File: src/rtl/tvsd_pkg.sv
// tvsd_pkg: types and constants of the tagged value stream decoder
// no dependencies
`timescale 1ns / 1ps
package tvsd_pkg;
  localparam logic [7:0] TagInt = 8'h40;
  localparam logic [7:0] TagStr = 8'h00;
  localparam logic [7:0] TagFlt = 8'hff;
  localparam logic [10:0] ExpOffset = 11'd894;

  typedef enum logic [2:0] {
    KIND_INT   = 3'd0,
    KIND_FLT   = 3'd1,
    KIND_CHR   = 3'd2,
    KIND_EMPTY = 3'd3,
    KIND_BAD   = 3'd4
  } kind_e;

  typedef enum logic [4:0] {
    PH_TAG = 5'b00001,
    PH_INT = 5'b00010,
    PH_FLT = 5'b00100,
    PH_LEN = 5'b01000,
    PH_CHR = 5'b10000
  } phase_e;

  typedef struct packed {
    logic [2:0]  kind;
    logic [63:0] value;
    logic [7:0]  position;
    logic        last;
  } result_t;
endpackage

File: src/rtl/tvsd_byte_if.sv
// tvsd_byte_if: input byte channel, valid/ready
// depends on nothing
`timescale 1ns / 1ps
interface tvsd_byte_if;
  logic       valid;
  logic       ready;
  logic [7:0] stream_byte;
  modport source (output valid, output stream_byte, input ready);
  modport sink (input valid, input stream_byte, output ready);
endinterface

File: src/rtl/tvsd_result_if.sv
// tvsd_result_if: result channel, valid/ready
// depends on nothing
`timescale 1ns / 1ps
interface tvsd_result_if;
  logic        valid;
  logic        ready;
  logic [2:0]  kind;
  logic [63:0] value;
  logic [7:0]  position;
  logic        last;
  modport source (output valid, output kind, output value, output position, output last,
                  input ready);
  modport sink (input valid, input kind, input value, input position, input last,
                output ready);
endinterface

File: src/rtl/tvsd_parser.sv
// tvsd_parser: per-byte state machine producing at most one result
// depends on tvsd_pkg
`timescale 1ns / 1ps
module tvsd_parser (
  input  logic               clk_i,
  input  logic               rst_ni,
  input  logic               step_i,
  input  logic [7:0]         byte_i,
  output logic               res_valid_o,
  output tvsd_pkg::result_t  res_o
);
  tvsd_pkg::phase_e phase_q, phase_d;
  logic [2:0]  cnt_q, cnt_d;
  logic [31:0] acc_q, acc_d;
  logic [7:0]  left_q, left_d;
  logic [7:0]  left_m1;

  assign left_m1 = left_q - 8'd1;

  always_comb begin
    phase_d = phase_q;
    cnt_d = cnt_q;
    acc_d = acc_q;
    left_d = left_q;
    res_valid_o = 1'b0;
    res_o = '0;
    unique case (phase_q)
      tvsd_pkg::PH_INT: begin
        acc_d = {acc_q[23:0], byte_i};
        cnt_d = cnt_q + 3'd1;
        if (cnt_q == 3'd3) begin
          phase_d = tvsd_pkg::PH_TAG;
          cnt_d = '0;
          res_valid_o = 1'b1;
          res_o.kind = tvsd_pkg::KIND_INT;
          res_o.value = {32'd0, acc_q[23:0], byte_i};
          res_o.last = 1'b1;
        end
      end
      tvsd_pkg::PH_FLT: begin
        if (cnt_q != 3'd4) begin
          unique case (cnt_q[1:0])
            2'd0: acc_d[7:0] = byte_i;
            2'd1: acc_d[15:8] = byte_i;
            2'd2: acc_d[23:16] = byte_i;
            default: acc_d[31:24] = byte_i;
          endcase
          cnt_d = cnt_q + 3'd1;
        end else begin
          phase_d = tvsd_pkg::PH_TAG;
          cnt_d = '0;
          res_valid_o = 1'b1;
          res_o.kind = tvsd_pkg::KIND_FLT;
          res_o.last = 1'b1;
          if (byte_i != 8'd0) begin
            res_o.value = {acc_q[31], {3'd0, byte_i} + tvsd_pkg::ExpOffset,
                           acc_q[30:0], 21'd0};
          end
        end
      end
      tvsd_pkg::PH_LEN: begin
        if (byte_i == 8'd0) begin
          phase_d = tvsd_pkg::PH_TAG;
          res_valid_o = 1'b1;
          res_o.kind = tvsd_pkg::KIND_EMPTY;
          res_o.last = 1'b1;
        end else begin
          left_d = byte_i;
          phase_d = tvsd_pkg::PH_CHR;
        end
      end
      tvsd_pkg::PH_CHR: begin
        left_d = left_m1;
        res_valid_o = 1'b1;
        res_o.kind = tvsd_pkg::KIND_CHR;
        res_o.value = {56'd0, byte_i};
        res_o.position = left_m1;
        res_o.last = (left_m1 == 8'd0);
        if (left_m1 == 8'd0) phase_d = tvsd_pkg::PH_TAG;
      end
      default: begin
        acc_d = '0;
        cnt_d = '0;
        if (byte_i == tvsd_pkg::TagInt) phase_d = tvsd_pkg::PH_INT;
        else if (byte_i == tvsd_pkg::TagFlt) phase_d = tvsd_pkg::PH_FLT;
        else if (byte_i == tvsd_pkg::TagStr) phase_d = tvsd_pkg::PH_LEN;
        else begin
          phase_d = tvsd_pkg::PH_TAG;
          res_valid_o = 1'b1;
          res_o.kind = tvsd_pkg::KIND_BAD;
          res_o.last = 1'b1;
        end
      end
    endcase
  end

  always_ff @(posedge clk_i or negedge rst_ni) begin
    if (!rst_ni) begin
      phase_q <= tvsd_pkg::PH_TAG;
      cnt_q <= '0;
      acc_q <= '0;
      left_q <= '0;
    end else if (step_i) begin
      phase_q <= phase_d;
      cnt_q <= cnt_d;
      acc_q <= acc_d;
      left_q <= left_d;
    end
  end
endmodule

File: src/rtl/tagged_value_stream_decoder.sv
// tagged_value_stream_decoder: top level, input register, parser, result register
// depends on tvsd_pkg, tvsd_byte_if, tvsd_result_if, tvsd_parser
`timescale 1ns / 1ps
// Decodes a tagged data-file byte stream (integer, five-byte float, reversed string)
// into one result per completed value, string character or bad tag. One byte is taken
// per cycle while the result side keeps up: a byte passes the input register, the
// parser state machine updates in the same cycle it leaves, and a result lands in the
// output register. Throughput is one byte per clock while the result side keeps up; a
// result is registered in the output register when its byte steps the parser.
module tagged_value_stream_decoder (
  input  logic clk_i,
  input  logic rst_ni,
  tvsd_byte_if.sink     in_if,
  tvsd_result_if.source out_if
);
  logic       in_vld_q;
  logic [7:0] in_byte_q;
  logic       out_vld_q;
  tvsd_pkg::result_t out_q;
  logic       step;
  logic       res_vld;
  tvsd_pkg::result_t res;
  logic       out_free;

  assign out_free = !out_vld_q || out_if.ready;
  assign step = in_vld_q && out_free;
  assign in_if.ready = !in_vld_q || step;

  always_ff @(posedge clk_i or negedge rst_ni) begin
    if (!rst_ni) in_vld_q <= 1'b0;
    else if (in_if.ready) in_vld_q <= in_if.valid;
  end

  always_ff @(posedge clk_i) begin
    if (in_if.ready && in_if.valid) in_byte_q <= in_if.stream_byte;
  end

  tvsd_parser u_parser (
    .clk_i(clk_i), .rst_ni(rst_ni), .step_i(step), .byte_i(in_byte_q),
    .res_valid_o(res_vld), .res_o(res)
  );

  always_ff @(posedge clk_i or negedge rst_ni) begin
    if (!rst_ni) out_vld_q <= 1'b0;
    else if (out_free) out_vld_q <= step && res_vld;
  end

  always_ff @(posedge clk_i) begin
    if (step && res_vld) out_q <= res;
  end

  assign out_if.valid = out_vld_q;
  assign out_if.kind = out_q.kind;
  assign out_if.value = out_q.value;
  assign out_if.position = out_q.position;
  assign out_if.last = out_q.last;

  a_out_hold: assert property (@(posedge clk_i) disable iff (!rst_ni)
    out_vld_q && !out_if.ready |=> out_vld_q && $stable(out_q))
    else $error("result changed while stalled");
  a_no_step_stall: assert property (@(posedge clk_i) disable iff (!rst_ni)
    out_vld_q && !out_if.ready |-> !step)
    else $error("parser stepped into a full result register");
  a_pos_only_chr: assert property (@(posedge clk_i) disable iff (!rst_ni)
    step && res_vld && res.kind != tvsd_pkg::KIND_CHR |-> res.position == 8'd0)
    else $error("position set on a non-character result");
endmodule
File: src/flat_wrapper.sv
// flat-port wrapper written by rule: the top's interface ports become plain ports
module tagged_value_stream_decoder_flat 
  (clk_i, rst_ni, in_if_valid, in_if_stream_byte, in_if_ready, out_if_valid, out_if_kind, out_if_value, out_if_position, out_if_last, out_if_ready);
  tvsd_byte_if in_if_i ();
  tvsd_result_if out_if_i ();
  input  logic clk_i;
  input  logic rst_ni;
  input wire logic [$bits(in_if_i.valid)-1:0] in_if_valid;
  input wire logic [$bits(in_if_i.stream_byte)-1:0] in_if_stream_byte;
  output wire logic [$bits(in_if_i.ready)-1:0] in_if_ready;
  output wire logic [$bits(out_if_i.valid)-1:0] out_if_valid;
  output wire logic [$bits(out_if_i.kind)-1:0] out_if_kind;
  output wire logic [$bits(out_if_i.value)-1:0] out_if_value;
  output wire logic [$bits(out_if_i.position)-1:0] out_if_position;
  output wire logic [$bits(out_if_i.last)-1:0] out_if_last;
  input wire logic [$bits(out_if_i.ready)-1:0] out_if_ready;
  assign in_if_i.valid = in_if_valid;
  assign in_if_i.stream_byte = in_if_stream_byte;
  assign in_if_ready = in_if_i.ready;
  assign out_if_valid = out_if_i.valid;
  assign out_if_kind = out_if_i.kind;
  assign out_if_value = out_if_i.value;
  assign out_if_position = out_if_i.position;
  assign out_if_last = out_if_i.last;
  assign out_if_i.ready = out_if_ready;
  tagged_value_stream_decoder u_core (.clk_i(clk_i), .rst_ni(rst_ni), .in_if(in_if_i), .out_if(out_if_i));
endmodule
File: config.mk
export PLATFORM = sky130hd
export DESIGN_NAME = tagged_value_stream_decoder_flat
export DESIGN_NICKNAME = d
export VERILOG_FILES = /design/src/rtl/tvsd_pkg.sv /design/src/rtl/tvsd_byte_if.sv /design/src/rtl/tvsd_result_if.sv /design/src/rtl/tvsd_parser.sv /design/src/rtl/tagged_value_stream_decoder.sv /design/src/flat_wrapper.sv
export SDC_FILE = /design/constraint.sdc
export NUM_CORES = 1
export LEC_CHECK = 0
export ABC_AREA = 1
export BUFFER_PORTS_ARGS = -buffer_cell sky130_fd_sc_hd__buf_2
export CAP_MARGIN = 20
export CORE_MARGIN = 2
export CORE_UTILIZATION = 61
export CTS_CLUSTER_SIZE = 25
export DETAILED_ROUTE_END_ITERATION = 8
export PLACE_DENSITY = 0.85
export SETUP_SLACK_MARGIN = 0.1
export SYNTH_ARGS = -nofsm -noshare
export SYNTH_HDL_FRONTEND = slang
export SYNTH_SLANG_ARGS = --single-unit
File: constraint.sdc
create_clock -name clk_i -period 5.15 [get_ports clk_i]
set_input_delay 1.03 -clock clk_i [delete_from_list [all_inputs] [get_ports clk_i]]
set_output_delay 1.03 -clock clk_i [all_outputs]
set_load 0.005 [all_outputs]
After elaboration in Yosys (flattened, before gate mapping)
Cells that the tools add are included.

Add/subtract/negate cells: 3. Muxes and demuxes: 36. Bitwise operators: 1. Reduce and logical (&&, ||, !) cells: 21. Equality and inequality tests: 19.

Operators by type and width (count): $pmux 64 s3 (1); $pmux 32 s3 (1); $mux 65 (1); $mux 32 (2); $mux 64 (1); $mux 8 (5); $mux 5 (4); $pmux 5 s4 (1); $reduce_and 4->1 (5); $logic_not 8->1 (2); $pmux 8 s2 (1); $mux 3 (5); $mux 4 (3); $ne 2x2->1 const B (6); $pmux 3 s4 (1); $add 8x10->11 const B (1); $pmux 3 s3 (1); $eq 8x7->1 const B (1); $eq 8x8->1 const B (1); $pmux 1 s4 (2); $reduce_bool 8->1 (1); $sub 8x1->8 const B (1); $mux 1 (6); $ne 2x1->1 const B (3); other kinds (20) (24).

Logic and storage cells: 94. Input bits: 12. Output and inout port bits: 78. Flip-flop bits (word level): 134.

Depth between registers and ports, before layout
Gate-level depths: netlist (run 1).

Depth in word-level cells: 6. Gate-level depth with buffers: 13. Gate-level depth less buffers: 13.

Modules after synthesis
A second synthesis (run 1) with hierarchy kept.

Cell total of the unflattened synthesis: 550. Area total of the unflattened synthesis: 5873.1 µm².

By module, submodules not included: tvsd_parser (seq. area each 1202.4 µm², area each 3244.4 µm², times used 1, cells an instance 451); tagged_value_stream_decoder (seq. area each 2572.5 µm², area each 2628.8 µm², times used 1, cells an instance 99).

Worst setup path before layout (run 1)
OpenSTA, ideal clock, no wires.

Kind: register -> register. Start: register u_core.u_parser.cnt_q[0]. End: register u_core.out_q, in the netlist u_core.out_if.kind[0], enable pin. Clock period less this slack: 3.325 ns. Cell stages (with the launch flop): 9. Arrival time: 2.895 ns. Required time: 4.720 ns. Path slack: 1.825 ns. Path buffers: 0. Library setup time: 0.430 ns. Path through: dfrtp_1 -> ha_1 -> ha_1 -> nand4_1 -> nand2_1 -> nor2_1 -> nand2_1 -> nand2_1 -> inv_1.

Longest elaborated chain between the ends: 4. Elaborated cells on any way between the ends: 6. Classes of those cells: 2 x eq/ne; 3 x mux; 1 x reduce/logical.

RTL lines: from (decl) (RTL line tvsd_parser.sv:13) `logic [2:0] cnt_q, cnt_d;`; from (signal assigned) (RTL line tvsd_parser.sv:105) `cnt_q <= cnt_d;`; $ne 3x3->1 or $eq 3x2->1 (tied branches) (RTL line tvsd_parser.sv:41, tvsd_parser.sv:31); $mux 1, on equally long branches (RTL line tvsd_parser.sv:41, tvsd_parser.sv:31); $pmux 1 s4 * (RTL line tvsd_parser.sv:27) `unique case (phase_q)`; $logic_and 1x1->1 * (RTL line tagged_value_stream_decoder.sv:49) `if (step && res_vld) out_q <= res;`; to (signal assigned) (RTL line tagged_value_stream_decoder.sv:49); to (decl) (RTL line tagged_value_stream_decoder.sv:19) `tvsd_pkg::result_t out_q;`.

Mark *: on every way between the ends. The rest lies on a longest branch, timed or not. A chain may end at the register's enable or synchronous reset.

Worst setup path in the final report (run 1)
Start: register u_core.u_parser.phase_q[0]. End: register u_core.out_q, in the netlist u_core.out_if.value[40], enable pin.

Longest elaborated chain between the ends: 3. Elaborated cells on any way between the ends: 6. Classes of those cells: 4 x eq/ne; 1 x mux; 1 x reduce/logical.

RTL lines: from (decl) (RTL line tvsd_parser.sv:12) `tvsd_pkg::phase_e phase_q, phase_d;`; from (signal assigned) (RTL line tvsd_parser.sv:99) `phase_q <= tvsd_pkg::PH_TAG;`; from (signal assigned) (RTL line tvsd_parser.sv:104) `phase_q <= phase_d;`; $eq 5x5->1 (tied with other cells) (RTL line tvsd_parser.sv:27); $pmux 1 s4 * (RTL line tvsd_parser.sv:27); $logic_and 1x1->1 * (RTL line tagged_value_stream_decoder.sv:49).

Marked as above.

==> impl_metrics.env, run 1 <==
export IMPL_crit_chain="nor2_1 -> nand3_1 -> buf_4 -> nand2_1 -> nor2_1 -> nand3_1 -> nand2_1 -> nand2_1 -> inv_2 -> buf_4"
export IMPL_die_w_um=102
export IMPL_synth_area_leaders="edfxtp_1 (43%), dfrtp_1 (21%), nor2_1 (6.3%), inv_1 (4.7%), nand2_1 (4.4%)"
export IMPL_wl_met2_mm=6.88
export IMPL_boundaryPins=90
export IMPL_area_delta_synth_final_pct=18.5
export IMPL_post_cts_resize_count=0
export IMPL_routedLengthMet1_mm=5.11
export IMPL_grt_max_degree=51
export IMPL_relSlewSlack=0.373
export IMPL_drcViolationCount=0
export IMPL_antenna_found_initial=0
export IMPL_root_buffer="clkbuf_8"
export IMPL_cts_sinks=134
export IMPL_wl_per_cell_um=16.9
export IMPL_cp_end_kind="flop"
export IMPL_maxCapViolCount=0
export IMPL_highest_layer="met4"
export IMPL_arrival_ns=3.50
export IMPL_synth_fp_nets=575
export IMPL_wl_met3_mm=1.01
export IMPL_rsz0062_at_grt="no"
export IMPL_fin_crit_sh=0.645
export IMPL_synth_seq_cells=134
export IMPL_synth_distinct_cells=37
export IMPL_drt_iter0_drc=502
export IMPL_numPortBuffers=89
export IMPL_postSynthAreaPerCell_um2=10.6
export IMPL_worst_setup_path_type="reg -> reg"
export IMPL_fmax_mhz=301
export IMPL_synth_top_cell_area_share=0.430
export IMPL_die_h_um=102
export IMPL_grt_pass1_vias=4258
export IMPL_clkTransAtPathRegs_ns=0.06
export IMPL_initial_core_util=0.632
export IMPL_core_area_um2=9280
export IMPL_routed_via_density=5.63
export IMPL_antenna_left=0
export IMPL_p_per_area_nw_per_um2=411
export IMPL_yosysWarningCount=0
export IMPL_dpl_hpwl_mm=8.69
export IMPL_routed_wl_mm=13.4
export IMPL_critPathLaunchType="flop"
export IMPL_irDropWorstVdd_uv=253
export IMPL_diodes=0
export IMPL_cts_buffer_depth=2
export IMPL_rows=35
export IMPL_hold_class="reg -> reg"
export IMPL_synthesis_area_um2=5870
export IMPL_netlist_instances=554
export IMPL_grt_pass1_wl_mm=21.2
export IMPL_dr_pass1_iters=5
export IMPL_status="complete, no violations"
export IMPL_dpl_worst_slack_ns=1.91
export IMPL_vias=4453
export IMPL_cp_common_cell="nand2_1"
export IMPL_skew_ns=0.00732
export IMPL_grtUsageTotal=0.273
export IMPL_slew_viol_final=0
export IMPL_nets=670
export IMPL_fin_crit_ns=3.32
export IMPL_fin_ws_ns=1.83
export IMPL_synth_area_leader_cell="edfxtp_1"
export IMPL_tightest_slew_ns=0.939
export IMPL_die_area_um2=10400
export IMPL_cts_tree="done"
export IMPL_ys_seq_area_frac=0.643
export IMPL_cts_buffers=17
export IMPL_leakagePower_nw=3.08
export IMPL_final_setup_viol_count=0
export IMPL_path_max_fanout=44
export IMPL_cp_slowest_cell="inv_2"
export IMPL_drive_gt1_frac=0.224
export IMPL_tns_ns=0
export IMPL_post_cts_buffers=0
export IMPL_htreeDepth=4
export IMPL_cts_hold_buf=0
export IMPL_critical_path_max_stage_delay_ns=0.69
export IMPL_hold_violations=0
export IMPL_crit_required_ns=5.33
export IMPL_gp_congestion=0.899
export IMPL_clk_latency_ns=0.52
export IMPL_grt_ovfl_total=0
[kinds of logic (layout without fill, tap and decap cells)]
group / Yosys count / in the layout / synth area share
adder cells (fa/ha/maj): 9 / 9 / 0.0192
flip-flops: 134 / 134 / 0.643
buffers and inverters: 95 / 203 / 0.0689
AND/OR/NAND/NOR: 210 / 210 / 0.152
AO/OA/AOI/OAI: 103 / 103 / 0.112
XOR/XNOR: 3 / 3 / 0.00448
[metrics by stage]
stage	area (um2)	power (mW)	hold slack, ns	std cells	util
after CTS	6950	2.86	0.509	791	0.749
after global routing	6950	2.96	0.525	791	0.749
after global placement	6390	1.70	0.482	759	0.688
after floorplan	5870	1.59	0.469	554	-
final	6950	2.86	0.501	791	0.749
after detailed placement	6390	1.72	0.498	759	0.688
[layer usage]
metal / track usage / up-vias
met5: 0 / -
met4: 0.116 / 0
met3: 0.0561 / 36
met2: 0.465 / 273
met1: 0.344 / 2099
li1: - / 2045
[cells in the final DEF (no fill, tap or decap), types with 4 or more instances in the layout]
master,instances
a21oi_1,25
a21oi_2,6
buf_2,89
clkbuf_1,4
clkbuf_16,16
dfrtp_1,49
edfxtp_1,84
ha_1,9
inv_1,72
inv_2,6
nand2_1,69
nand3_1,18
nor2_1,98
nor3_1,10
o21ai_0,32
o21ai_1,10
o21bai_1,4
o22ai_1,9
o32ai_1,11
[cell usage after synthesis (all sizes together)]
library cell,instances
ha,9
buf,11
nand4,3
o21bai,4
or2,1
dfrtp,49
nand2,72
dfstp,1
nor4,1
nand2b,1
xor2,2
edfxtp,84
a31oi,1
xnor2,1
inv,79
nor2,102
a21oi,31
o22ai,9
clkbuf,5
o32ai,11
nand3,20
o21ai,43
o211ai,4
nor3,10
[critical path, delay by kind of cell (launching register included)]
| family | cells | cell delay, ns |
|---|---|---|
| buffers and inverters | 3 | 1.53 |
| flip-flops | 1 | 0.57 |
| AND/OR/NAND/NOR | 7 | 0.88 |
[state kept, by name (all words and copies together), names as in the netlist]
name	cells
u_core.out_if.valid	1
u_core.out_if.position	8
u_core.in_vld_q	1
u_core.out_if.last	1
u_core.u_parser.phase_q	5
u_core.u_parser.left_q	8
u_core.u_parser.acc_q	32
u_core.out_if.kind	3
u_core.in_byte_q	8
u_core.out_if.value	64
u_core.u_parser.cnt_q	3
[worst paths after layout]
check / start / endpoint / slack [ns] / depth (start not counted)
worst max-delay path: u_core.u_parser.phase_q[0] / u_core.out_if.value[40] / 1.83 / 10
min in group asynchronous: rst_ni / u_core.u_parser.left_q[1] / 0.60 / 2
worst max register to register: u_core.u_parser.phase_q[0] / u_core.out_if.value[40] / 1.83 / 10
max in group asynchronous: rst_ni / u_core.u_parser.acc_q[31] / 4.09 / 2
worst min register to register: u_core.u_parser.phase_q[0] / u_core.u_parser.phase_q[0] / 0.50 / 2
worst min-delay path: u_core.u_parser.phase_q[0] / u_core.u_parser.phase_q[0] / 0.50 / 2
[power breakdown]
group          internal [mW]  switching [mW]  leakage (nW)
combinational          0.111           0.249          1.37
clock                  0.711           0.431         0.269
sequential              1.31          0.0505          1.44
[area by class of cell]
type                            count  area [um2]
Multi-Input combinational cell    325        1690
Tap cell                          129         161
Sequential cell                   134        3770
Fill cell                         616        2330
Inverter                           79         299
Clock inverter                      9         103
Timing Repair Buffer               92         468
Clock buffer                       23         457
(Power assumes the default switching activity.)
==> run 2: changes to the inputs <==
- CORE_UTILIZATION: 61 -> 57
- PLACE_DENSITY: 0.85 -> 0.8
- clock period: 5.15 -> 3.1 ns (I/O delays scaled with it)
==> impl_metrics.env, run 2 (synthesis results as in run 1) <==
export IMPL_arrival_ns=2.87
export IMPL_root_buffer="clkbuf_8"
export IMPL_die_area_um2=11100
export IMPL_cts_sinks=134
export IMPL_worst_setup_path_type="reg -> reg"
export IMPL_cts_tree="done"
export IMPL_post_cts_buffers=0
export IMPL_p_per_area_nw_per_um2=698
export IMPL_die_h_um=105
export IMPL_clk_latency_ns=0.53
export IMPL_rows=37
export IMPL_leakagePower_nw=3.13
export IMPL_die_w_um=105
export IMPL_cp_end_kind="flop"
export IMPL_numPortBuffers=89
export IMPL_post_cts_resize_count=0
export IMPL_vias=4452
export IMPL_core_area_um2=10100
export IMPL_cts_hold_buf=0
export IMPL_diodes=0
export IMPL_irDropWorstVdd_uv=329
export IMPL_critPathLaunchType="flop"
export IMPL_drt_iter0_drc=552
export IMPL_grt_pass1_vias=4247
export IMPL_slew_viol_final=0
export IMPL_rr_endpoint="u_core.out_if.value[30]"
export IMPL_cts_buffer_depth=2
export IMPL_grt_ovfl_total=0
export IMPL_drcViolationCount=0
export IMPL_fin_crit_ns=2.60
export IMPL_clkTransAtPathRegs_ns=0.06
export IMPL_path_max_fanout=32
export IMPL_layout_commonest_cell="nor2_1"
export IMPL_initial_core_util=0.579
export IMPL_grt_pass1_wl_mm=21.0
export IMPL_gp_congestion=0.902
export IMPL_r2r_start="u_core.u_parser.phase_q[0]"
export IMPL_final_setup_viol_count=0
export IMPL_drive_gt1_frac=0.232
export IMPL_largest_reg_flops=64
export IMPL_skew_ns=0.00900
export IMPL_hold_violations=0
export IMPL_nets=675
export IMPL_hold_class="in -> async"
export IMPL_boundaryPins=90
export IMPL_fmax_mhz=384
export IMPL_r2r_slack_ns=0.50
export IMPL_wl_per_cell_um=16.2
export IMPL_maxCapViolCount=0
export IMPL_cts_buffers=17
export IMPL_fin_crit_sh=0.839
export IMPL_routed_via_density=5.54
export IMPL_dpl_worst_slack_ns=0.538
export IMPL_dpl_hpwl_mm=8.94
export IMPL_fin_ws_ns=0.498
export IMPL_fillers=705
export IMPL_routed_wl_mm=13.0
export IMPL_rsz0062_at_grt="no"
export IMPL_tns_ns=0
export IMPL_grtUsageTotal=0.249
export IMPL_grt_max_degree=43
export IMPL_layout_cells_non_filler=803
export IMPL_relSlewSlack=0.566
export IMPL_htreeDepth=4
export IMPL_ff2ff_path_depth=10
export IMPL_crit_required_ns=3.37
export IMPL_layout_common_cells="nor2_1 (98), buf_2 (89), edfxtp_1 (84)"
export IMPL_antenna_found_initial=0
export IMPL_dpl_cell_count=771
export IMPL_tightest_slew_ns=0.650
export IMPL_area_delta_synth_final_pct=20.9
export IMPL_dr_pass1_iters=6
export IMPL_status="complete, no violations"
export IMPL_antenna_left=0
[run 2: worst max-delay path by stage]
stage,slack (ns),depth (start not counted),end,startpoint
floorplan,0.14,8,u_core.out_if.kind[0],u_core.u_parser.cnt_q[0]
global placement,0.63,10,u_core.out_if.value[29],u_core.u_parser.phase_q[0]
detailed placement,0.54,10,u_core.out_if.value[37],u_core.u_parser.phase_q[0]
CTS,0.53,10,u_core.out_if.value[29],u_core.u_parser.phase_q[0]
global route,0.38,10,u_core.out_if.value[37],u_core.u_parser.phase_q[0]
finish,0.50,10,u_core.out_if.value[30],u_core.u_parser.phase_q[0]
[run 2: routing by layer]
metal,vias up,GRT usage,wire length (um)
li1,2065,-,-
met1,2096,0.315,5110
met2,256,0.407,6450
met3,35,0.0649,1100
met4,0,0.106,364
met5,-,0,0
[run 2: area by class of cell]
class	count	area, um2	area share
clock inverters	15	210	0.0296
inverters	79	303	0.0427
well taps	136	170	0.0240
clock buffers	17	414	0.0584
multi-input cells	325	1690	0.238
flip-flops and latches	134	3770	0.532
repair buffers	97	531	0.0748
[run 2: where the power goes]
part	total (mW)	internal, mW	switching, mW
Combinational	0.608	0.200	0.408
Sequential	2.25	2.17	0.0807
Clock	2.10	1.37	0.722
Total	4.95	3.74	1.21
[run 2: critical path, stage by stage, from the launching register on]
cell and delay, ns:
dfstp_2 0.56, nor2_4 0.05, nand3_4 0.15, inv_2 0.13, nand2_2 0.20, nand2_1 0.11, nor2_1 0.12, nand2_1 0.06
nand2_1 0.12, clkinvlp_4 0.46, buf_12 0.36
[run 2: stage by stage]
stage / cell area [um2] / total power, mW / utilization / hold slack, ns
2_1_floorplan: 5870 / 2.64 / - / 0.324
3_3_place_gp: 6470 / 2.86 / 0.638 / 0.482
3_5_place_dp: 6470 / 2.88 / 0.638 / 0.491
4_1_cts: 7090 / 4.98 / 0.699 / 0.0912
5_1_grt: 7090 / 5.15 / 0.699 / 0.107
6_report: 7090 / 4.95 / 0.699 / 0.0908
